<file path="config.mk">
export PLATFORM = sky130hd
export DESIGN_NAME = tse_term
export DESIGN_NICKNAME = d
export VERILOG_FILES = /design/src/sv/tse_pkg.sv /design/src/sv/tse_term.sv
export SDC_FILE = /design/constraint.sdc
export NUM_CORES = 1
export LEC_CHECK = 0
export ABC_AREA = 1
export ABC_CLOCK_PERIOD_IN_PS = 2300
export BUFFER_PORTS_ARGS = -buffer_cell sky130_fd_sc_hd__buf_4
export CAP_MARGIN = 20
export CORE_AREA = 2 2 152 154
export CTS_CLUSTER_SIZE = 20
export DETAILED_ROUTE_END_ITERATION = 12
export DIE_AREA = 0 0 154 156
export PLACE_DENSITY = 0.79
export SYNTH_ARGS = -nofsm -noshare
export SYNTH_HDL_FRONTEND = slang
export SYNTH_SLANG_ARGS = --single-unit
</file>
<file path="constraint.sdc">
create_clock -name clk -period 2.3 [get_ports clk]
set_input_delay 0.345 -clock clk [delete_from_list [all_inputs] [get_ports clk]]
set_output_delay 0.345 -clock clk [all_outputs]
set_load 0.02 [all_outputs]
</file>
<file path="src/sv/tse_pkg.sv">
package tse_pkg;

	localparam int MAX_TERMS_DEF = 11;
	localparam int FRAC_BITS_DEF = 16;
	localparam int ROM_SIZE = 11;
	localparam int EPS_W = 16;
	localparam int CNT_W = 4;
	localparam int COEF_W = 32;
	localparam int COEF_FRAC = 31;
	localparam logic [EPS_W-1:0] EPS_RESET = 16'd66;

	// Running stop state of one request as it moves down the term stages.
	typedef struct packed {
		logic prev_big;
		logic cur_big;
		logic [CNT_W-1:0] count;
	} tse_ctl_t;

	// Series coefficients 2^2n (2^2n - 1) |B_2n| / (2n)!, Q1.31, truncated.
	function automatic logic [COEF_W-1:0] tse_coef(input int idx);
		logic [COEF_W-1:0] c;
		case (idx)
			0: c = 32'd2147483648;
			1: c = 32'd715827882;
			2: c = 32'd286331153;
			3: c = 32'd115895942;
			4: c = 32'd46964369;
			5: c = 32'd19033653;
			6: c = 32'd7714036;
			7: c = 32'd3126380;
			8: c = 32'd1267074;
			9: c = 32'd513525;
			10: c = 32'd208124;
			default: c = '0;
		endcase
		return c;
	endfunction

endpackage

</file>
<file path="src/sv/tse_term.sv">
module tse_term #(
	parameter int FRAC_BITS = tse_pkg::FRAC_BITS_DEF,
	parameter int IDX = 0
) (
	input  logic clk,
	input  logic arst_n,
	input  logic [tse_pkg::EPS_W-1:0] eps,
	input  logic up_valid,
	output logic up_ready,
	input  logic [FRAC_BITS:0] up_x2,
	input  logic [FRAC_BITS:0] up_pw,
	input  logic [FRAC_BITS+3:0] up_acc,
	input  tse_pkg::tse_ctl_t up_ctl,
	output logic dn_valid,
	input  logic dn_ready,
	output logic [FRAC_BITS:0] dn_x2,
	output logic [FRAC_BITS:0] dn_pw,
	output logic [FRAC_BITS+3:0] dn_acc,
	output tse_pkg::tse_ctl_t dn_ctl
);
	import tse_pkg::*;

	localparam int PW = FRAC_BITS + 1;
	localparam int AW = FRAC_BITS + 4;
	localparam int TW = PW + 1;
	localparam int CMPW = (TW > EPS_W) ? TW : EPS_W;
	localparam logic [COEF_W-1:0] COEF = tse_coef(IDX);
	localparam logic [PW-1:0] ONE = {1'b1, {FRAC_BITS{1'b0}}};

	logic valid_s1;
	logic [PW-1:0] x2_s1;
	logic [PW-1:0] pw_s1;
	logic [AW-1:0] acc_s1;
	tse_ctl_t ctl_s1;

	logic en;
	logic active;
	logic [COEF_W+PW-1:0] term_prod;
	logic [TW-1:0] term;
	logic [2*PW-1:0] pw_prod;
	logic [PW-1:0] pw_next;
	logic [AW-1:0] acc_next;
	tse_ctl_t ctl_next;

	assign en = !valid_s1 || dn_ready;
	assign up_ready = en;

	assign term_prod = COEF * up_pw;
	assign term = term_prod[COEF_W+PW-1:COEF_FRAC];

	// Next odd power: a factor equal to one passes the other factor through.
	assign pw_prod = up_pw * up_x2;
	always_comb begin
		if (up_pw >= ONE) begin
			pw_next = up_x2;
		end else if (up_x2 >= ONE) begin
			pw_next = up_pw;
		end else begin
			pw_next = PW'(pw_prod[2*FRAC_BITS-1:FRAC_BITS]);
		end
	end

	// The series stops once two terms in a row are at or below epsilon.
	assign active = up_ctl.cur_big || up_ctl.prev_big;

	always_comb begin
		if (active) begin
			acc_next = up_acc + AW'(term);
			ctl_next.prev_big = up_ctl.cur_big;
			ctl_next.cur_big = CMPW'(term) > CMPW'(eps);
			ctl_next.count = CNT_W'(up_ctl.count + 4'd1);
		end else begin
			acc_next = up_acc;
			ctl_next = up_ctl;
		end
	end

	always_ff @(posedge clk or negedge arst_n) begin
		if (!arst_n) begin
			valid_s1 <= 1'b0;
		end else if (en) begin
			valid_s1 <= up_valid;
		end
	end

	always_ff @(posedge clk) begin
		if (en) begin
			x2_s1 <= up_x2;
			pw_s1 <= pw_next;
			acc_s1 <= acc_next;
			ctl_s1 <= ctl_next;
		end
	end

	assign dn_valid = valid_s1;
	assign dn_x2 = x2_s1;
	assign dn_pw = pw_s1;
	assign dn_acc = acc_s1;
	assign dn_ctl = ctl_s1;

endmodule

</file>
==> metrics <==
Yosys Warn Count 0; Fmax achieved 190 MHz; DRT Pass-1 Iters 6; dpl hpwl 34.4 mm; Final WS setup -2.95 ns; crit path capture dn_pw[12]; Worst slew margin 52.2%; Synth Area in XOR/XNOR less than 1%; pin count of the biggest net entering global routing 34; mux share of post-synthesis cell area 0%; most frequent cells in the layout nand2_1 (479), inv_1 (438), buf_4 (291); WP data arrival 5.36 ns; routed vias 13300; startpoint types input pin; GRT Util Overall approximately 37%; Worst Path Max Fanout 8; share of cells above drive strength 1 30.4%; FFs w/ async S/R, synth 1.64%; routed wire length 46.0 mm; compound-gate portion of the synthesized area 4.53%; antenna cells 0; final hold vios 0; Post-Synth Simple-Gate Area 21.0%; DRC 0; clk sinks 61; Setup Skew just over 0.009 ns; final worst path period need about 5.3 ns; Synth Register Bits 61; CTS root buf clkbuf_16; CP required 2.41 ns; worst r2r dst dn_x2[0]; routed len/inst 19.1 um; die area 24000 um^2; type of the tightest min-delay check in -> reg; Post-synth top flop edfxtp_1; worst skew pair latency 0.36 ns; cell repeated most along the worst path nand2_1; syn_area_per_cell roughly 7.5 um^2; Final nets 2543; R2R depth 2; port buffer count 141; Finish-stage setup viols 16; Area Growth Syn to Fin 34.0%; Netlist cell types 42; failing checks setup timing; Critical Path Slowest Stage Cell fa_1; CTS tree yes; Seq/Total Area, Yosys around an eighth; critical path's largest stage delay 0.69 ns; critical path type in -> reg; worst r2r src dn_valid; final instance area about 18000 um^2; worst slew pin tran 0.716 ns; Synth Instances 1825; largest family of logic cells by synthesized area adder cells; Max-cap violations 0; CP cell instances buf_6 > nand2_1 > fa_1 > fa_2 > fa_1 > inv_2 > fa_1 > fa_1 > inv_2 > fa_1 > inv_2 > ha_4 > nand2_4 > nor2_4 > nand2_1 > nor2_2 > nand2_1 > nand2_1 > nand2_1 > nand3_2 > nand2_1 > nand2_1 > nand2_1; Num CTS Buffers 9; via/cell ratio between 5 and 6; Final period util 228%; final slew viol count 0; die width 154 um; Die H ~160 um; post-synth net total 2256; Post-synth EDFFs 60; setup_tns -45.14 ns; global placement routability congestion roughly 0.99; global-route wire length before repair slightly below 70 mm; flop2flop setup slack 1.04 ns; pre-CTS setup slack -3.34 ns; Clock Path Buffers 2; mapped cell area 13700 um^2; CP startpoint up_x2[2]; initial antenna violation count 0; row count 55; Routed Antenna Nets 0; Starting Density 61.2%; global route overflow 0; Placed Area 16600 um^2; status complete, but fails checks; Adder-Cell Fraction of Synth Area 44.2%; most common cell after layout, fill and taps aside nand2_1; critical path endpoint category register; Placeable Area 22400 um^2; vias in the first global route 13600; DRT iter0 DRCs 1224; # IOs 142; RSZ-0062 raised after global routing yes; Clk pin slew, worst setup/hold paths 0.06 ns; CTS H-tree lvls 3
[state kept, by name, indices dropped and copies added, names as in the netlist]
signal,cells
dn_ctl,6
dn_acc,20
dn_valid,1
dn_pw,17
dn_x2,17
[cells by family (layout without fill, tap and decap cells)]
| logic type | after synthesis | count (layout) |
|---|---|---|
| xor+xnor | 15 | 15 |
| compound gates | 110 | 110 |
| simple gates | 710 | 710 |
| buf+inv | 578 | 870 |
| fa+ha+maj | 351 | 351 |
| flops | 61 | 61 |
[synthesized netlist by cell type (2+ instances only)]
cell | n | area (um^2)
nand3_2 | 3 | 30.0
xor2_1 | 8 | 70.1
buf_2 | 3 | 15.0
nor2_1 | 60 | 225
a21oi_1 | 49 | 245
nor2_2 | 5 | 31.3
ha_1 | 129 | 1610
edfxtp_1 | 60 | 1800
nand3_1 | 48 | 240
inv_1 | 499 | 1870
a31oi_1 | 3 | 18.8
inv_2 | 4 | 15.0
o21ai_1 | 7 | 35.0
or2_1 | 3 | 18.8
nand4_1 | 11 | 68.8
o21ai_2 | 3 | 26.3
or2_2 | 6 | 37.5
buf_4 | 3 | 22.5
nor4_2 | 2 | 25.0
a21o_1 | 4 | 30.0
nand2_1 | 550 | 2060
xnor2_1 | 7 | 61.3
nand2_2 | 7 | 43.8
o21ai_0 | 29 | 145
o31ai_1 | 2 | 15.0
nor3_1 | 10 | 50.1
clkbuf_1 | 69 | 259
o21bai_1 | 6 | 45.0
fa_1 | 222 | 4440
[repair_timing]
item | in CTS | in global routing
endpoints found under the setup margin | 16 | 16
gates resized for setup | 152 | 171
pin swaps | 66 | 88
buffers inserted | 12 | 7
hold endpoints to repair | 1 | 0
cloned | 2 | 4
hold buffers | 1 | 0
[metal layers]
layer	wire length (um)	global-route usage [%]	vias to the layer above
met5	0	0	-
met4	2690	16.8	0
met3	4260	5.31	251
met2	23100	64.6	813
met1	15900	44.9	6342
li1	-	-	5912
[area by class of cell]
type                    instances  area [um^2]
multi-input cells            1186        10800
fillers                      1388         4010
repair buffers                351         3190
inverters                     503         1900
flip-flops and latches         61         1830
well taps                     285          357
clock buffers                  10          229
clock inverters                 6         62.6
[worst max-delay path: cells and delay by family]
family	cells	cell delay [ns]
fa+ha+maj	7	3.58
buf+inv	4	0.26
simple gates	12	1.17
[stage by stage]
step / hold WS [ns] / utilization, % / cells
6_report: 0.170 / 82.1 / 2402
5_1_grt: 0.180 / 82.1 / 2402
4_1_cts: 0.169 / 78.8 / 2391
3_5_place_dp: 0.124 / 74.3 / 2360
3_3_place_gp: 0.121 / 74.3 / 2360
2_1_floorplan: 0.0494 / - / 1825
[worst min path at each step]
stage	to	slack, ns	from	cells after the start
floorplan	dn_valid	0.05	arst_n	0
global placement	dn_valid	0.12	arst_n	1
detailed placement	dn_valid	0.12	arst_n	1
CTS	dn_valid	0.17	up_valid	3
global route	dn_valid	0.18	up_valid	3
finish	dn_valid	0.17	up_valid	3
Power is left out: the tool's default activity adds up to more than one toggle a clock period on the data nets, which glitch-free logic cannot reach.
